===== src/design/a2ssw_pkg.sv =====
`timescale 1ns / 1ps

package a2ssw_pkg;

   // Transaction kinds on the request channel
   typedef enum logic [1:0] {
      KIND_BUS  = 2'd0,
      KIND_KEY  = 2'd1,
      KIND_POLL = 2'd2
   } kind_type;

   // Channel widths
   localparam int REQ_TDATA_W = 40;
   localparam int REQ_TUSER_W = 2;
   localparam int RSP_W       = 28;
   localparam int RSP_TDATA_W = 32;
   localparam int CSR_ADDR_W  = 3;
   localparam int CSR_DATA_W  = 32;

   // Register index of the mode register (taken from paddr[2])
   localparam logic CSR_IDX_IIE_MODE = 1'b0;

   // Default type-ahead depth
   localparam int TYPE_AHEAD_DEPTH = 16;

   // Video timing
   localparam logic [14:0] FRAME_CYCLES   = 15'd17030;
   localparam logic [14:0] VISIBLE_CYCLES = 15'd12480;

   // Key folding
   localparam logic [6:0] KEY_LOWER_A  = 7'h61;
   localparam logic [6:0] KEY_LOWER_Z  = 7'h7A;
   localparam logic [6:0] KEY_CASE_OFS = 7'h20;

   // Video flag bit positions
   localparam int V_TEXT   = 0;
   localparam int V_DHIRES = 4;
   localparam int V_COL80  = 5;
   localparam int V_ALTCHR = 6;

   // Language card bit positions
   localparam int L_BANK2 = 0;
   localparam int L_READ  = 1;
   localparam int L_WRITE = 2;
   localparam int L_PRE   = 3;

   // MMU bit positions
   localparam int M_STORE80 = 0;
   localparam int M_RAMRD   = 1;
   localparam int M_RAMWRT  = 2;
   localparam int M_INTCX   = 3;
   localparam int M_ALTZP   = 4;
   localparam int M_SLOTC3  = 5;

   // IIe write switch selects in C000-C00F (address bits 3:1)
   localparam logic [2:0] IIE_SW_COL80  = 3'd6;
   localparam logic [2:0] IIE_SW_ALTCHR = 3'd7;

   // Soft-switch addresses within the C0xx page
   localparam logic [7:0] ADDR_KBD      = 8'h00;
   localparam logic [7:0] ADDR_KBDSTRB  = 8'h10;
   localparam logic [7:0] ADDR_RDLCBNK2 = 8'h11;
   localparam logic [7:0] ADDR_RDLCRAM  = 8'h12;
   localparam logic [7:0] ADDR_RDRAMRD  = 8'h13;
   localparam logic [7:0] ADDR_RDRAMWRT = 8'h14;
   localparam logic [7:0] ADDR_RDCXROM  = 8'h15;
   localparam logic [7:0] ADDR_RDALTZP  = 8'h16;
   localparam logic [7:0] ADDR_RDC3ROM  = 8'h17;
   localparam logic [7:0] ADDR_RD80STOR = 8'h18;
   localparam logic [7:0] ADDR_RDVBLBAR = 8'h19;
   localparam logic [7:0] ADDR_RDTEXT   = 8'h1A;
   localparam logic [7:0] ADDR_RDMIXED  = 8'h1B;
   localparam logic [7:0] ADDR_RDPAGE2  = 8'h1C;
   localparam logic [7:0] ADDR_RDHIRES  = 8'h1D;
   localparam logic [7:0] ADDR_RDALTCHR = 8'h1E;
   localparam logic [7:0] ADDR_IIE_END  = 8'h20;
   localparam logic [7:0] ADDR_SPKR     = 8'h30;
   localparam logic [7:0] ADDR_TXTCLR   = 8'h50;
   localparam logic [7:0] ADDR_PAGE2OFF = 8'h54;
   localparam logic [7:0] ADDR_DHIRESON = 8'h5E;
   localparam logic [7:0] ADDR_DHIRESOF = 8'h5F;
   localparam logic [7:0] ADDR_PB0      = 8'h61;
   localparam logic [7:0] ADDR_PB1      = 8'h62;
   localparam logic [7:0] ADDR_LC_BASE  = 8'h80;
   localparam logic [7:0] ADDR_SLOT_IO  = 8'h90;

endpackage


===== src/design/a2ssw_ram.sv =====
`timescale 1ns / 1ps

module a2ssw_ram #(
   parameter int WIDTH = 8,
   parameter int DEPTH = 16
) (
   input  logic                                  clock,
   input  logic                                  wr_en,
   input  logic [(DEPTH > 1 ? $clog2(DEPTH) : 1)-1:0] wr_addr,
   input  logic [WIDTH-1:0]                      wr_data,
   input  logic [(DEPTH > 1 ? $clog2(DEPTH) : 1)-1:0] rd_addr,
   output logic [WIDTH-1:0]                      rd_data
);

   logic [WIDTH-1:0] mem [DEPTH];

   // Write port, registered read port (old data on a same-address write)
   always_ff @(posedge clock) begin
      if (wr_en) begin
         mem[wr_addr] <= wr_data;
      end
      rd_data <= mem[rd_addr];
   end

endmodule


===== src/design/apple2_soft_switch_block_core.sv =====
// An accepted request's result is registered in the result register or in the skid stage.
// Throughput: one transaction per cycle while rsp takes results. The result register plus a
// skid stage keep req_tready high while one result waits; it drops once both are full.
// Reset: synchronous, active high; clears all switch, latch and queue pointer state.
// The type-ahead storage is not cleared; only entries written since reset are ever read.
`timescale 1ns / 1ps

module apple2_soft_switch_block_core #(
   parameter int TYPE_AHEAD_DEPTH = a2ssw_pkg::TYPE_AHEAD_DEPTH
) (
   input  logic                              clock,
   input  logic                              reset,
   // request channel
   input  logic                              req_tvalid,
   output logic                              req_tready,
   // tdata: address_low[7:0], is_write[8], key_code[15:9], key_held[16],
   //        buttons[18:17], frame_cycle[33:19], zero fill[39:34]
   input  logic [a2ssw_pkg::REQ_TDATA_W-1:0] req_tdata,
   // tuser: kind[1:0]
   input  logic [a2ssw_pkg::REQ_TUSER_W-1:0] req_tuser,
   // response channel
   output logic                              rsp_tvalid,
   input  logic                              rsp_tready,
   // tdata: read_data[7:0], speaker_level[8], video_flags[15:9], memory_flags[24:16],
   //        remap_needed[25], lc_remap_needed[26], key_dropped[27], zero fill[31:28]
   output logic [a2ssw_pkg::RSP_TDATA_W-1:0] rsp_tdata,
   // configuration port
   input  logic                              csr_psel,
   input  logic                              csr_penable,
   input  logic                              csr_pwrite,
   input  logic [a2ssw_pkg::CSR_ADDR_W-1:0]  csr_paddr,
   input  logic [a2ssw_pkg::CSR_DATA_W-1:0]  csr_pwdata,
   output logic [a2ssw_pkg::CSR_DATA_W-1:0]  csr_prdata,
   output logic                              csr_pready
);

   localparam int PTR_W = (TYPE_AHEAD_DEPTH > 1) ? $clog2(TYPE_AHEAD_DEPTH) : 1;
   localparam int CNT_W = $clog2(TYPE_AHEAD_DEPTH + 1);
   localparam int SUM_W = CNT_W + 1;
   localparam logic [PTR_W-1:0] PTR_LAST  = PTR_W'(TYPE_AHEAD_DEPTH - 1);
   localparam logic [CNT_W-1:0] CNT_FULL  = CNT_W'(TYPE_AHEAD_DEPTH);
   localparam logic [SUM_W-1:0] SUM_DEPTH = SUM_W'(TYPE_AHEAD_DEPTH);

   // Request fields
   a2ssw_pkg::kind_type kind;
   logic [7:0]  addr;
   logic        wr;
   logic [6:0]  code;
   logic        held;
   logic [1:0]  btn;
   logic [14:0] fc;

   assign kind = a2ssw_pkg::kind_type'(req_tuser);
   assign addr = req_tdata[7:0];
   assign wr   = req_tdata[8];
   assign code = req_tdata[15:9];
   assign held = req_tdata[16];
   assign btn  = req_tdata[18:17];
   assign fc   = req_tdata[33:19];

   // State registers
   logic              iie_ff;
   logic [6:0]        video_ff, video_in;
   logic [3:0]        lc_ff, lc_in, lc_next;
   logic [5:0]        mmu_ff, mmu_in;
   logic [7:0]        latch_ff, latch_in;
   logic              spk_ff, spk_in;
   logic [PTR_W-1:0]  head_ff, head_in;
   logic [CNT_W-1:0]  count_ff, count_in;
   logic              fwd_vld_ff, fwd_vld_in;
   logic [6:0]        fwd_code_ff;

   // Output stage registers
   logic              out_vld_ff;
   logic [a2ssw_pkg::RSP_W-1:0] out_data_ff;
   logic              skid_vld_ff;
   logic [a2ssw_pkg::RSP_W-1:0] skid_data_ff;

   logic              accept;
   logic              push;
   logic              pop;
   logic [7:0]        data;
   logic              remap;
   logic              lcremap;
   logic              dropped;
   logic              flag;
   logic [6:0]        key_fold;
   logic [14:0]       fc_mod;
   logic              vbl_flag;
   logic [SUM_W-1:0]  tail_sum;
   logic [PTR_W-1:0]  tail;
   logic [6:0]        ram_rd_data;
   logic [6:0]        head_code;
   logic [a2ssw_pkg::RSP_W-1:0] result;
   logic              csr_wr;

   assign req_tready = !skid_vld_ff;
   assign accept     = req_tvalid && req_tready;

   // Configuration port
   assign csr_pready = 1'b1;
   assign csr_wr     = csr_psel && csr_penable && csr_pwrite && csr_pready;
   assign csr_prdata = (csr_paddr[2] == a2ssw_pkg::CSR_IDX_IIE_MODE) ?
                       {{(a2ssw_pkg::CSR_DATA_W-1){1'b0}}, iie_ff} : '0;

   always_ff @(posedge clock) begin
      if (reset) begin
         iie_ff <= 1'b0;
      end else if (csr_wr && csr_paddr[2] == a2ssw_pkg::CSR_IDX_IIE_MODE) begin
         iie_ff <= csr_pwdata[0];
      end
   end

   // Vertical-blank status: frame_cycle stays below twice the frame length
   assign fc_mod   = (fc >= a2ssw_pkg::FRAME_CYCLES) ? (fc - a2ssw_pkg::FRAME_CYCLES) : fc;
   assign vbl_flag = fc_mod < a2ssw_pkg::VISIBLE_CYCLES;

   // Language card bank, read enable and double-read write enable
   always_comb begin
      lc_next = 4'd0;
      lc_next[a2ssw_pkg::L_WRITE] = lc_ff[a2ssw_pkg::L_WRITE];
      lc_next[a2ssw_pkg::L_BANK2] = !addr[3];
      lc_next[a2ssw_pkg::L_READ]  = (addr[1:0] == 2'b00) || (addr[1:0] == 2'b11);
      if (addr[0]) begin
         if (!wr) begin
            if (lc_ff[a2ssw_pkg::L_PRE]) begin
               lc_next[a2ssw_pkg::L_WRITE] = 1'b1;
            end
            lc_next[a2ssw_pkg::L_PRE] = 1'b1;
         end
      end else begin
         lc_next[a2ssw_pkg::L_WRITE] = 1'b0;
      end
   end

   // Type-ahead queue pointers and head entry
   assign tail_sum  = SUM_W'(head_ff) + SUM_W'(count_ff);
   assign tail      = (tail_sum >= SUM_DEPTH) ? PTR_W'(tail_sum - SUM_DEPTH) : PTR_W'(tail_sum);
   assign head_code = fwd_vld_ff ? fwd_code_ff : ram_rd_data;
   assign key_fold  = (!iie_ff && code >= a2ssw_pkg::KEY_LOWER_A && code <= a2ssw_pkg::KEY_LOWER_Z) ?
                      (code - a2ssw_pkg::KEY_CASE_OFS) : code;

   // Decode one transaction into next state and result
   always_comb begin
      video_in = video_ff;
      mmu_in   = mmu_ff;
      lc_in    = lc_ff;
      latch_in = latch_ff;
      spk_in   = spk_ff;
      data     = 8'd0;
      remap    = 1'b0;
      lcremap  = 1'b0;
      dropped  = 1'b0;
      push     = 1'b0;
      pop      = 1'b0;
      flag     = 1'b0;
      case (kind)
         a2ssw_pkg::KIND_BUS: begin
            if (addr < a2ssw_pkg::ADDR_SLOT_IO) begin
               if (iie_ff && addr < a2ssw_pkg::ADDR_IIE_END) begin
                  if (!addr[4]) begin
                     if (!wr) begin
                        data = latch_ff;
                     end else begin
                        case (addr[3:1])
                           a2ssw_pkg::IIE_SW_COL80: begin
                              video_in[a2ssw_pkg::V_COL80] = addr[0];
                           end
                           a2ssw_pkg::IIE_SW_ALTCHR: begin
                              video_in[a2ssw_pkg::V_ALTCHR] = addr[0];
                           end
                           default: begin
                              mmu_in[addr[3:1]] = addr[0];
                              remap = 1'b1;
                           end
                        endcase
                     end
                  end else if (wr || addr == a2ssw_pkg::ADDR_KBDSTRB) begin
                     // Clear the strobe; a read also shows the key-held status
                     latch_in[7] = 1'b0;
                     data = wr ? 8'd0 : {held, latch_ff[6:0]};
                  end else begin
                     case (addr)
                        a2ssw_pkg::ADDR_RDLCBNK2: flag = lc_ff[a2ssw_pkg::L_BANK2];
                        a2ssw_pkg::ADDR_RDLCRAM:  flag = lc_ff[a2ssw_pkg::L_READ];
                        a2ssw_pkg::ADDR_RDRAMRD:  flag = mmu_ff[a2ssw_pkg::M_RAMRD];
                        a2ssw_pkg::ADDR_RDRAMWRT: flag = mmu_ff[a2ssw_pkg::M_RAMWRT];
                        a2ssw_pkg::ADDR_RDCXROM:  flag = mmu_ff[a2ssw_pkg::M_INTCX];
                        a2ssw_pkg::ADDR_RDALTZP:  flag = mmu_ff[a2ssw_pkg::M_ALTZP];
                        a2ssw_pkg::ADDR_RDC3ROM:  flag = mmu_ff[a2ssw_pkg::M_SLOTC3];
                        a2ssw_pkg::ADDR_RD80STOR: flag = mmu_ff[a2ssw_pkg::M_STORE80];
                        a2ssw_pkg::ADDR_RDVBLBAR: flag = vbl_flag;
                        a2ssw_pkg::ADDR_RDTEXT:   flag = video_ff[0];
                        a2ssw_pkg::ADDR_RDMIXED:  flag = video_ff[1];
                        a2ssw_pkg::ADDR_RDPAGE2:  flag = video_ff[2];
                        a2ssw_pkg::ADDR_RDHIRES:  flag = video_ff[3];
                        a2ssw_pkg::ADDR_RDALTCHR: flag = video_ff[a2ssw_pkg::V_ALTCHR];
                        default:                  flag = video_ff[a2ssw_pkg::V_COL80];
                     endcase
                     data = {flag, latch_ff[6:0]};
                  end
               end else begin
                  case (addr)
                     a2ssw_pkg::ADDR_KBD: begin
                        data = latch_ff;
                     end
                     a2ssw_pkg::ADDR_KBDSTRB: begin
                        latch_in[7] = 1'b0;
                        data = {1'b0, latch_ff[6:0]};
                     end
                     a2ssw_pkg::ADDR_SPKR: begin
                        spk_in = !spk_ff;
                     end
                     a2ssw_pkg::ADDR_DHIRESON: begin
                        video_in[a2ssw_pkg::V_DHIRES] = 1'b1;
                     end
                     a2ssw_pkg::ADDR_DHIRESOF: begin
                        video_in[a2ssw_pkg::V_DHIRES] = 1'b0;
                     end
                     a2ssw_pkg::ADDR_PB0: begin
                        data = {btn[0], 7'd0};
                     end
                     a2ssw_pkg::ADDR_PB1: begin
                        data = {btn[1], 7'd0};
                     end
                     default: begin
                     end
                  endcase
                  // Text, mixed, page2 and hires: even address clears, odd sets
                  if (addr[7:3] == a2ssw_pkg::ADDR_TXTCLR[7:3]) begin
                     video_in[addr[2:1]] = addr[0];
                  end
                  if (iie_ff && addr[7:2] == a2ssw_pkg::ADDR_PAGE2OFF[7:2] &&
                      mmu_ff[a2ssw_pkg::M_STORE80]) begin
                     remap = 1'b1;
                  end
                  if (addr[7:4] == a2ssw_pkg::ADDR_LC_BASE[7:4]) begin
                     lc_in   = lc_next;
                     lcremap = 1'b1;
                  end
               end
            end
         end
         a2ssw_pkg::KIND_KEY: begin
            if (key_fold != 7'd0) begin
               if (count_ff == CNT_FULL) begin
                  dropped = 1'b1;
               end else begin
                  push = 1'b1;
               end
            end
         end
         a2ssw_pkg::KIND_POLL: begin
            if (count_ff != '0 && !latch_ff[7]) begin
               pop      = 1'b1;
               latch_in = {1'b1, head_code};
            end
         end
         default: begin
         end
      endcase
   end

   // Queue pointer updates
   always_comb begin
      head_in    = head_ff;
      count_in   = count_ff;
      fwd_vld_in = 1'b0;
      if (accept && push) begin
         count_in   = count_ff + CNT_W'(1);
         fwd_vld_in = (count_ff == '0);
      end else if (accept && pop) begin
         head_in  = (head_ff == PTR_LAST) ? '0 : head_ff + PTR_W'(1);
         count_in = count_ff - CNT_W'(1);
      end
   end

   assign result = {dropped, lcremap, remap, mmu_in, lc_in[2:0], video_in, spk_in, data};

   // Advance switch and queue state on each accepted transaction
   always_ff @(posedge clock) begin
      if (reset) begin
         video_ff   <= 7'd1 << a2ssw_pkg::V_TEXT;
         lc_ff      <= 4'd0;
         mmu_ff     <= 6'd0;
         latch_ff   <= 8'd0;
         spk_ff     <= 1'b0;
         head_ff    <= '0;
         count_ff   <= '0;
         fwd_vld_ff <= 1'b0;
      end else begin
         fwd_vld_ff <= fwd_vld_in;
         head_ff    <= head_in;
         count_ff   <= count_in;
         if (accept) begin
            video_ff <= video_in;
            lc_ff    <= lc_in;
            mmu_ff   <= mmu_in;
            latch_ff <= latch_in;
            spk_ff   <= spk_in;
         end
      end
   end

   // Hold the code just written to an empty queue until the memory read catches up
   always_ff @(posedge clock) begin
      if (accept && push) begin
         fwd_code_ff <= key_fold;
      end
   end

   a2ssw_ram #(
      .WIDTH (7),
      .DEPTH (TYPE_AHEAD_DEPTH)
   ) u_fifo_ram (
      .clock   (clock),
      .wr_en   (accept && push),
      .wr_addr (tail),
      .wr_data (key_fold),
      .rd_addr (head_in),
      .rd_data (ram_rd_data)
   );

   // Result register with skid stage
   always_ff @(posedge clock) begin
      if (reset) begin
         out_vld_ff  <= 1'b0;
         skid_vld_ff <= 1'b0;
      end else if (!out_vld_ff || rsp_tready) begin
         if (skid_vld_ff) begin
            out_vld_ff  <= 1'b1;
            skid_vld_ff <= 1'b0;
         end else begin
            out_vld_ff <= accept;
         end
      end else if (accept) begin
         skid_vld_ff <= 1'b1;
      end
   end

   always_ff @(posedge clock) begin
      if (!out_vld_ff || rsp_tready) begin
         if (skid_vld_ff) begin
            out_data_ff <= skid_data_ff;
         end else if (accept) begin
            out_data_ff <= result;
         end
      end else if (accept) begin
         skid_data_ff <= result;
      end
   end

   assign rsp_tvalid = out_vld_ff;
   assign rsp_tdata  = {{(a2ssw_pkg::RSP_TDATA_W - a2ssw_pkg::RSP_W){1'b0}}, out_data_ff};

endmodule


===== config.mk =====
export PLATFORM = sky130hd
export DESIGN_NAME = apple2_soft_switch_block_core
export DESIGN_NICKNAME = d
export VERILOG_FILES = /design/src/design/a2ssw_pkg.sv /design/src/design/a2ssw_ram.sv /design/src/design/apple2_soft_switch_block_core.sv
export SDC_FILE = /design/constraint.sdc
export NUM_CORES = 1
export LEC_CHECK = 0
export ABC_AREA = 1
export BUFFER_PORTS_ARGS = -buffer_cell sky130_fd_sc_hd__buf_2
export CAP_MARGIN = 15
export CORE_ASPECT_RATIO = 1.75
export CORE_UTILIZATION = 58
export DETAILED_ROUTE_END_ITERATION = 7
export PLACE_DENSITY = 0.81
export SETUP_SLACK_MARGIN = 0.5
export SLEW_MARGIN = 20
export SYNTH_ARGS = -nofsm -noshare
export SYNTH_HDL_FRONTEND = slang
export SYNTH_SLANG_ARGS = --single-unit

===== constraint.sdc =====
create_clock -name clock -period 3.5 [get_ports clock]
set_input_delay 0.7 -clock clock [delete_from_list [all_inputs] [get_ports clock]]
set_output_delay 0.7 -clock clock [all_outputs]
set_load 0.005 [all_outputs]

# After elaboration in Yosys (flattened, before gate mapping)
# Memory sizes are Yosys's and may differ from the RTL's. A register that Yosys moved wholly into a read port is not among the register bits.
# Cells that the tools add are included.
# totals
reg_bits,102
mem_bits_rw,112
input_bits,84
output_inout_bits,67
elab_cells,201
memories,1
# op_classes
n_addsub,7
magnitude_cmp,11
n_eq_ne,35
n_mux,87
bitwise_logic,4
n_reduce_logical,40
# memory_table
memory,depth,word_bits,read_ports,rd_ports_with_merged_regs,write_ports,line_no,source
u_fifo_ram.mem,16,7,1,1,1,a2ssw_ram.sv:15,logic [WIDTH-1:0] mem [DEPTH];
# ops
cell,count
8-bit by 5-bit == test with 1-bit output (second input constant),15
8-bit two-way mux,8
28-bit two-way mux,2
1-bit two-way mux,42
6-bit two-way mux,6
7-bit two-way mux,5
8-bit by 7-bit == test with 1-bit output (second input constant),4
8-bit case mux with 4 select lines,1
4-bit two-way mux,4
15-bit greater-or-equal comparator (second input constant),1
15-bit by 14-bit less-than comparator with 1-bit output (second input constant),1
15-bit two-way mux,1
5-bit two-way mux,3
15-bit subtractor (second input constant),1
1-bit logical AND,14
1-bit case mux with 14 select lines,1
3-bit two-way mux,4
3-bit != test (second input constant),3
4-bit == test (second input constant),2
8-bit by 6-bit == test with 1-bit output (second input constant),1
8-bit logical NOT,1
8-bit by 6-bit less-than comparator with 1-bit output (second input constant),1
8-bit less-than comparator (second input constant),1
2-bit two-way mux,4
other kinds (38),58

# Logic depth before layout (Yosys ltp)
# Gate-level depths: netlist of run 1.
# logic_depth
word_depth,13
depth_mapped,20
ltp_nobuf,20

# Modules after synthesis
# A second synthesis of run 1 with hierarchy kept.
# unflattened
cells_unflattened,1205
hier_area_um2,10730.3
# modules_own_cells
module,n_inst,cells_each,area_each_um2,seq_area_each_um2
apple2_soft_switch_block_core,1,720,5695.5,2672.6
a2ssw_ram,1,485,5034.8,3503.4

# Worst setup path after synthesis of run 1
# OpenSTA, ideal clock, no wires.
# synth_timing
path_type,input to register
start,input port req_tvalid
end,"register skid_data_ff[0] (netlist name), enable pin"
setup_ns,0.413
arrival_ns,2.517
required_time_ns,3.087
slack_ns,0.570
stages,5
path_buffers,1
cell_sequence,inv_1 > nor2_2 > clkbuf_1 > inv_1 > nor2_1
# synth_between
elab_chain_len,2
# synth_rtl
item,line_no,source
from (decl),apple2_soft_switch_block_core.sv:14,"input logic req_tvalid,"
1-bit logical AND,apple2_soft_switch_block_core.sv:98,assign accept = req_tvalid && req_tready;
2-bit AND reduction (no source line),-,
to (signal assigned),apple2_soft_switch_block_core.sv:349,skid_data_ff <= result;
to (decl),apple2_soft_switch_block_core.sv:77,logic [a2ssw_pkg::RSP_W-1:0] skid_data_ff;
# No other way between the ends.
# A chain may end at the register's enable or synchronous reset.

# Final worst setup path of run 1
# layout_timing
start,register count_ff[1]
end,"register u_fifo_ram.rd_data[2], read port of u_fifo_ram.mem"
# layout_between
elab_chain_len,7
word_cells_on_any_way,12
cone_classes,eq/ne (1); mux (7); reduce/logical (4)
# layout_rtl
item,line_no,source
from (decl),apple2_soft_switch_block_core.sv:69,"logic [CNT_W-1:0] count_ff, count_in;"
from (signal assigned),apple2_soft_switch_block_core.sv:294,count_ff <= count_in;
5-bit nonzero test,apple2_soft_switch_block_core.sv:254,if (count_ff != '0 && !latch_ff[7]) begin
1-bit logical AND,apple2_soft_switch_block_core.sv:254,
1-bit two-way mux,apple2_soft_switch_block_core.sv:254,
1-bit two-way mux,apple2_soft_switch_block_core.sv:157,case (kind)
1-bit logical AND,apple2_soft_switch_block_core.sv:272,end else if (accept && pop) begin
4-bit two-way mux,apple2_soft_switch_block_core.sv:272,
4-bit two-way mux *,apple2_soft_switch_block_core.sv:269,if (accept && push) begin
to (decl),a2ssw_ram.sv:12,output logic [WIDTH-1:0] rd_data
# Mark *: on every way between the ends. The rest lies on a longest branch, timed or not.

==> summary.md, run 1 <==
## Synthesis
• 10,460 um^2 — combined area of all synthesized cells
• 0 — count of yosys warnings during synthesis
• 0% — share of synthesized flip-flops with an asynchronous set or reset
• 0.1076% — mux share of post-synthesis cell area
• sky130_fd_sc_hd__edfxtp_1 50%, sky130_fd_sc_hd__dfxtp_1 8.8%, sky130_fd_sc_hd__nand2_1 6.1% — cells taking the most area after synthesis
• 1.818% — adder and majority cell fraction of the synthesized area
• 9.852 um^2 — synthesized area divided by synthesized cell count
• 1,062 — post-synthesis instance total
• 221 — FF+latch count, synth
• 59.03% — sequential area share after synthesis
• 11.64% — compound-gate portion of the synthesized area
• sky130_fd_sc_hd__edfxtp_1 — most area-hungry cell type in the Yosys netlist
• 17.36% — simple-gate share of the synthesized area
• sky130_fd_sc_hd__edfxtp_1 — most repeated cell in the gate-level netlist after synthesis
• 175 — number of enable-type register cells in the synthesized netlist
• simple AND/OR/NAND/NOR gates — main combinational cell family by area after synthesis
• 0.8132% — xor and xnor fraction of the mapped netlist area
• 46 — count of cell types in the netlist
• 50.23% — area share of the largest cell type after synthesis
• 175 x sky130_fd_sc_hd__edfxtp_1, 171 x sky130_fd_sc_hd__nand2_1, 134 x sky130_fd_sc_hd__nor2_1 — most frequent cells after synthesis
• sky130_fd_sc_hd__edfxtp_1 — Top FF cell, synth

## Critical path
• flop — Critical Path End Type
• reg -> reg — critical path start-end classification
• 1 — critical path buffer and inverter count
• 3080 ps — worst endpoint data arrival time
• sky130_fd_sc_hd__buf_4 — Worst path slowest cell
• 3930 ps — data required time at the worst endpoint
• nor4_4, nand2_2, nand3_4, nand2_2, o21ai_4, buf_4, o21ai_0, o221ai_1, nand3_1, nand2_1 — critical path, cell by cell
• sky130_fd_sc_hd__nand2_2 — cell repeated most along the worst path
• flop — critical path launch point type
• simple AND/OR/NAND/NOR gates — CP delay by family, top
• 56 — maximum fanout along the worst path
• 470 ps — Largest stage delay, worst path

## Global route
• 51.41% — met2 GRT Util
• 7,749 — vias in the first global route
• 26.06% — global router's overall resource usage
• 0 — initial antenna violation count
• 25.20% — met1 usage in global routing
• 37,830 um — wire length of the first global-routing pass
• 57 — maximum number of pins on one net before global-route repair
• met2 — GRT busiest layer
• 2.864% — met3 Usage GRT
• 0 — leftover overflow at the end of global routing

## Clock network
• 20 — number of CTS-inserted buffers
• 221 — Clock Sink Count
• 70 ps — clock transition at the registers of the reported paths
• 490 ps — Clock Latency Late Sink
• sky130_fd_sc_hd__clkbuf_16 — CTS Root Buffer Type
• yes — TritonCTS clock tree
• 0 — post-CTS setup buffers
• 0 — cts repair resizes
• 0 — count of hold buffers inserted by post-cts repair
• 1 — depth of the CTS H-tree
• 3 — buffers from clock root to sink, at most

## Cells and area
• 66.72% — fraction of the core area covered by cells at the end of the flow
• 15.27% — share of layout cells above drive strength 1
• 1,251 — final net count
• 11.83% — Area growth syn-to-layout
• 0 — number of antenna diodes
• 1,397 — number of standard cells in the layout, taps in and fillers out

## STA
• 0 ps — sum of negative setup slack
• 0.3774 GHz — fmax
• 2650 ps — Period minus WS final
• no — RSZ-0062 raised after global routing
• 49.22% — worst slew margin relative to its limit
• 0 — total count of max-transition violations in the final report
• 75.71% — post-route clock period utilization
• 760.9 ps — Worst Max-Slew Pin Slew
• 0 — Final Setup Violations
• 11.26 ps — clock skew
• 0 — hold violation total from the final report
• 850.1 ps — setup slack after layout

## Placed design
• 387.7 ps — Setup WS pre-CTS
• 1,362 — cell count after placement
• 0.9436 — gp weighted congestion
• 17,320 um — HPWL after DPL
• 75 — PortBufs

## Floorplanning
• 17,540 um^2 — area of the placeable core
• 179.7 um — die span in y
• 59.66% — effective utilization at floorplan
• 103.5 um — Die X
• 64 — placement row count
• 18,600 um^2 — die footprint
• 151 — IO Count

## Detailed routing
• 0 — final antenna-violating net count
• 5 — Detailed Routing Iterations Pass 1
• 17.19 um — average detailed-routed wire length per instance
• 5.555 — number of vias per cell after detailed routing
• 0 — # DRC
• 7,761 — via total after detailed routing
• 24,020 um — DRT Wirelength
• 465 — number of DRC markers after the initial detailed-route iteration

## Power and ir drop
• 505.6 nW/um^2 — power density over the cells
• 4.774 nW — leakage power figure
• 5.915 mW — Final Total Pwr
• 505.5 uV — worst voltage drop across the vdd grid

## Status
• complete, no violations — outcome

## Run
• 0 — Max Cap Violations

## Hold path
• in -> reg — HP Class

[power breakdown]
part | switching [mW] | total, mW | internal [mW]
combinational | 0.420 | 0.615 | 0.196
clock | 0.915 | 2.33 | 1.42
sequential | 0.0398 | 2.97 | 2.93
[sequential cells by signal, indices dropped and copies added, names as in the netlist, 4 cells and up]
signal / cells
skid_data_ff: 28
out_data_ff: 28
latch_ff: 8
u_fifo_ram.mem: 112
count_ff: 5
fwd_code_ff: 7
video_ff: 7
head_ff: 4
lc_ff: 4
u_fifo_ram.rd_data: 7
mmu_ff: 6
[cells by family (layout without fill, tap and decap cells)]
kind of cell / after synthesis / in the layout
compound gates: 210 / 210
xor+xnor: 8 / 8
fa+ha+maj: 14 / 14
buf+inv: 192 / 262
flops: 221 / 221
mux: 1 / 1
other cells: 2 / 36
simple gates: 414 / 414
[per-layer routing]
layer	share of wire [%]	wire length (um)
met2	57	13620
met5	0	0
met1	33	7887
met3	4.6	1109
met4	5.8	1400
[final timing paths]
kind              cells after the start  slack, ps                               to                     start
setup reg to reg                     10        850    u_fifo_ram.rd_data[2]$_DFF_P_  count_ff[1]$_SDFFE_PP0P_
hold reg to reg                       2        480            lc_ff[3]$_SDFFE_PP0P_     lc_ff[3]$_SDFFE_PP0P_
setup / recovery                     10        850    u_fifo_ram.rd_data[2]$_DFF_P_  count_ff[1]$_SDFFE_PP0P_
hold / removal                        1        450  u_fifo_ram.mem[13][3]$_DFFE_PP_             req_tdata[12]
[layout make-up]
type / instances / area, um^2
sequential: 221 / 6176
fill: 1395 / 5837
multi-input combinational: 683 / 3468
timing repair buffer: 107 / 615.6
clock buffer: 27 / 558.0
inverter: 120 / 450.4
tap: 231 / 289.0
clock inverter: 8 / 142.6
[layout by cell type (no fill, tap or decap), types with 10 or more instances in the layout]
master                      instances
sky130_fd_sc_hd__edfxtp_1         175
sky130_fd_sc_hd__nand2_1          171
sky130_fd_sc_hd__nor2_1           132
sky130_fd_sc_hd__inv_1            113
sky130_fd_sc_hd__o21ai_0          102
sky130_fd_sc_hd__buf_2             75
sky130_fd_sc_hd__nand3_1           55
sky130_fd_sc_hd__dfxtp_1           46
sky130_fd_sc_hd__a21oi_1           42
sky130_fd_sc_hd__conb_1            36
sky130_fd_sc_hd__buf_4             32
sky130_fd_sc_hd__o221ai_1          24
sky130_fd_sc_hd__nor3_1            23
sky130_fd_sc_hd__clkbuf_16         21
sky130_fd_sc_hd__o21ai_1           15
sky130_fd_sc_hd__ha_1              12
sky130_fd_sc_hd__nand4_1           10
[per-stage QoR]
stage / area, um^2 / hold WS, ps
2_1_floorplan: 10590 / 441.0
3_3_place_gp: 11000 / 452.7
3_5_place_dp: 11000 / 464.8
4_1_cts: 11700 / 436.2
5_1_grt: 11700 / 444.7
6_report: 11700 / 454.5
No activity file was read; power rests on OpenSTA's default activity.
==> inputs of run 2 (changes only) <==
--- a/config.mk
+++ b/config.mk
@@ -9,9 +9,9 @@
 export BUFFER_PORTS_ARGS = -buffer_cell sky130_fd_sc_hd__buf_2
 export CAP_MARGIN = 15
 export CORE_ASPECT_RATIO = 1.75
-export CORE_UTILIZATION = 58
+export CORE_UTILIZATION = 52
 export DETAILED_ROUTE_END_ITERATION = 7
-export PLACE_DENSITY = 0.81
+export PLACE_DENSITY = 0.76
 export SETUP_SLACK_MARGIN = 0.5
 export SLEW_MARGIN = 20
 export SYNTH_ARGS = -nofsm -noshare
==> constraint.sdc (replaced) <==
create_clock -name clock -period 2.25 [get_ports clock]
set_input_delay 0.45 -clock clock [delete_from_list [all_inputs] [get_ports clock]]
set_output_delay 0.45 -clock clock [all_outputs]
set_load 0.005 [all_outputs]
==> summary.md, run 2 (synthesis gave the netlist of run 1 again) <==
## Placed design
• 75 — PortBufs
• 19,970 um — HPWL after DPL
• 0.9720 — gp weighted congestion
• 12,180 um^2 — total cell area at the placement stage
• -493.0 ps — Setup WS pre-CTS

## Critical path
• u_fifo_ram.rd_data[2]$_DFF_P_ — crit path to
• u_fifo_ram.rd_data[2]$_DFF_P_ — RR Endpoint
• latch_ff[7]$_SDFFE_PP0P_ — worst setup path start
• 2630 ps — data required time at the worst endpoint
• 2910 ps — worst endpoint data arrival time
• flop — critical path launch point type
• 9 — worst-case reg-to-reg path depth
• 13 — maximum fanout along the worst path
• latch_ff[7]$_SDFFE_PP0P_ — Reg-to-Reg Start
• flop — Critical Path End Type
• -270 ps — Reg2Reg Setup Slack
• reg -> reg — critical path start-end classification

## Cells and area
• sky130_fd_sc_hd__edfxtp_1 — most frequent standard cell in the layout excluding fill and tap cells
• 15,120 um^2 — final std cell area, no fill
• 0 — number of antenna diodes
• 44.55% — Area growth syn-to-layout
• u_fifo_ram.mem — largest register by flop count
• 43.95% — share of layout cells above drive strength 1
• 112 — Largest register FFs
• 1,421 — final net count
• u_fifo_ram.mem x112, out_data_ff x28, skid_data_ff x28 — largest registers in the final layout
• 175 x sky130_fd_sc_hd__edfxtp_1, 118 x sky130_fd_sc_hd__nand2_1, 116 x sky130_fd_sc_hd__buf_4 — commonest cells after routing, fill and taps aside
• 1,111 — layout filler cell count
• 76.62% — fraction of the core area covered by cells at the end of the flow

## Global route
• 30.75% — global router's overall resource usage
• 43 — maximum number of pins on one net before global-route repair
• 0 — leftover overflow at the end of global routing
• 9,062 — vias in the first global route
• 1 — initial antenna violation count
• 47,470 um — wire length of the first global-routing pass

## Floorplanning
• 53.00% — effective utilization at floorplan
• 20,710 um^2 — die footprint
• 151 — IO Count
• 189.6 um — die span in y
• 68 — placement row count
• 19,740 um^2 — area of the placeable core
• 109.2 um — Die X

## Detailed routing
• 36,880 um — DRT Wirelength
• 0 — # DRC
• 0 — final antenna-violating net count
• 9,383 — via total after detailed routing
• 5.927 — number of vias per cell after detailed routing
• 23.29 um — average detailed-routed wire length per instance
• 6 — Detailed Routing Iterations Pass 1
• 969 — number of DRC markers after the initial detailed-route iteration

## STA
• 0 — total count of max-transition violations in the final report
• 556.5 ps — Worst Max-Slew Pin Slew
• 2524 ps — Period minus WS final
• -853.4 ps — sum of negative setup slack
• 112.2% — post-route clock period utilization
• 23.05 ps — clock skew
• 0.3961 GHz — fmax
• 62.65% — worst slew margin relative to its limit
• -274.5 ps — setup slack after layout
• yes — RSZ-0062 raised after global routing
• 0 — hold violation total from the final report
• 11 — Final Setup Violations

## Clock network
• 3 — buffers from clock root to sink, at most
• yes — TritonCTS clock tree
• 0 — count of hold buffers inserted by post-cts repair
• 21 — number of CTS-inserted buffers
• 70 ps — clock transition at the registers of the reported paths
• 1 — depth of the CTS H-tree
• 520 ps — Clock Latency Late Sink
• sky130_fd_sc_hd__clkbuf_16 — CTS Root Buffer Type
• 221 — Clock Sink Count

## Power and ir drop
• 10.17 mW — Final Total Pwr
• 6.020 nW — leakage power figure
• 840.4 uV — worst voltage drop across the vdd grid
• 672.6 nW/um^2 — power density over the cells

## Status
• negative setup slack — violated checks
• finished with violations — outcome

## Run
• 0 — Max Cap Violations

## Hold path
• in -> reg — HP Class

-- run 2: what timing repair did --
action                     in CTS  in global routing
setup buffers                  35                 27
setup endpoints to repair     208                185
resized for setup             171                270
gates cloned                    2                  4
pin swaps                      51                 98
-- run 2: stage by stage --
stage               cells  hold slack, ps
CTS                  1552           202.3
global placement     1477           452.5
floorplan            1096           441.0
finish               1583           208.8
detailed placement   1477           461.3
global route         1583           203.4
-- run 2: final cells by class --
type                    count  area (um^2)  area share (%)
flip-flops and latches    221         6202           41.01
multi-input cells         683         4905           32.43
clock inverters             9        125.1          0.8273
inverters                 120        508.0           3.359
repair buffers            276         2521           16.67
clock buffers              29        555.5           3.673
well taps                 245        306.5           2.027
-- run 2: worst max-delay path: stages (launching register included) --
cell                       delay, ps
sky130_fd_sc_hd__dfxtp_1         430
sky130_fd_sc_hd__nor3_4          270
sky130_fd_sc_hd__nand3_4         200
sky130_fd_sc_hd__o21ai_4         350
sky130_fd_sc_hd__inv_4           110
sky130_fd_sc_hd__buf_12          170
sky130_fd_sc_hd__o21ai_1         370
sky130_fd_sc_hd__o221ai_2        200
sky130_fd_sc_hd__nand3_2         190
sky130_fd_sc_hd__nand2_1         100
-- run 2: how the worst min path moves through the flow --
stage	to	startpoint	depth (start not counted)
4_1_cts	iie_ff$_SDFFE_PP0P_	csr_pwdata[0]	2
3_3_place_gp	lc_ff[3]$_SDFFE_PP0P_	lc_ff[3]$_SDFFE_PP0P_	2
6_report	iie_ff$_SDFFE_PP0P_	csr_pwdata[0]	2
2_1_floorplan	lc_ff[0]$_SDFFE_PP0P_	lc_ff[0]$_SDFFE_PP0P_	2
5_1_grt	iie_ff$_SDFFE_PP0P_	csr_pwdata[0]	2
3_5_place_dp	lc_ff[3]$_SDFFE_PP0P_	lc_ff[3]$_SDFFE_PP0P_	2
-- run 2: power by group --
part           internal, mW  switching [mW]  total, mW
clock                  2.08            1.51       3.59
sequential             4.55          0.0766       4.63
combinational         0.796            1.16       1.95
total                  7.43            2.74       10.2
-- run 2: routing by layer --
| layer | up-vias | share of wire (%) | global-route usage, % |
|---|---|---|---|
| met1 | 4532 | 31 | 30.32 |
| met5 | - | 0.027 | 0 |
| met4 | 2 | 8.7 | 19.90 |
| met2 | 530 | 53 | 58.18 |
| met3 | 213 | 6.6 | 3.940 |
| li1 | 4106 | - | - |
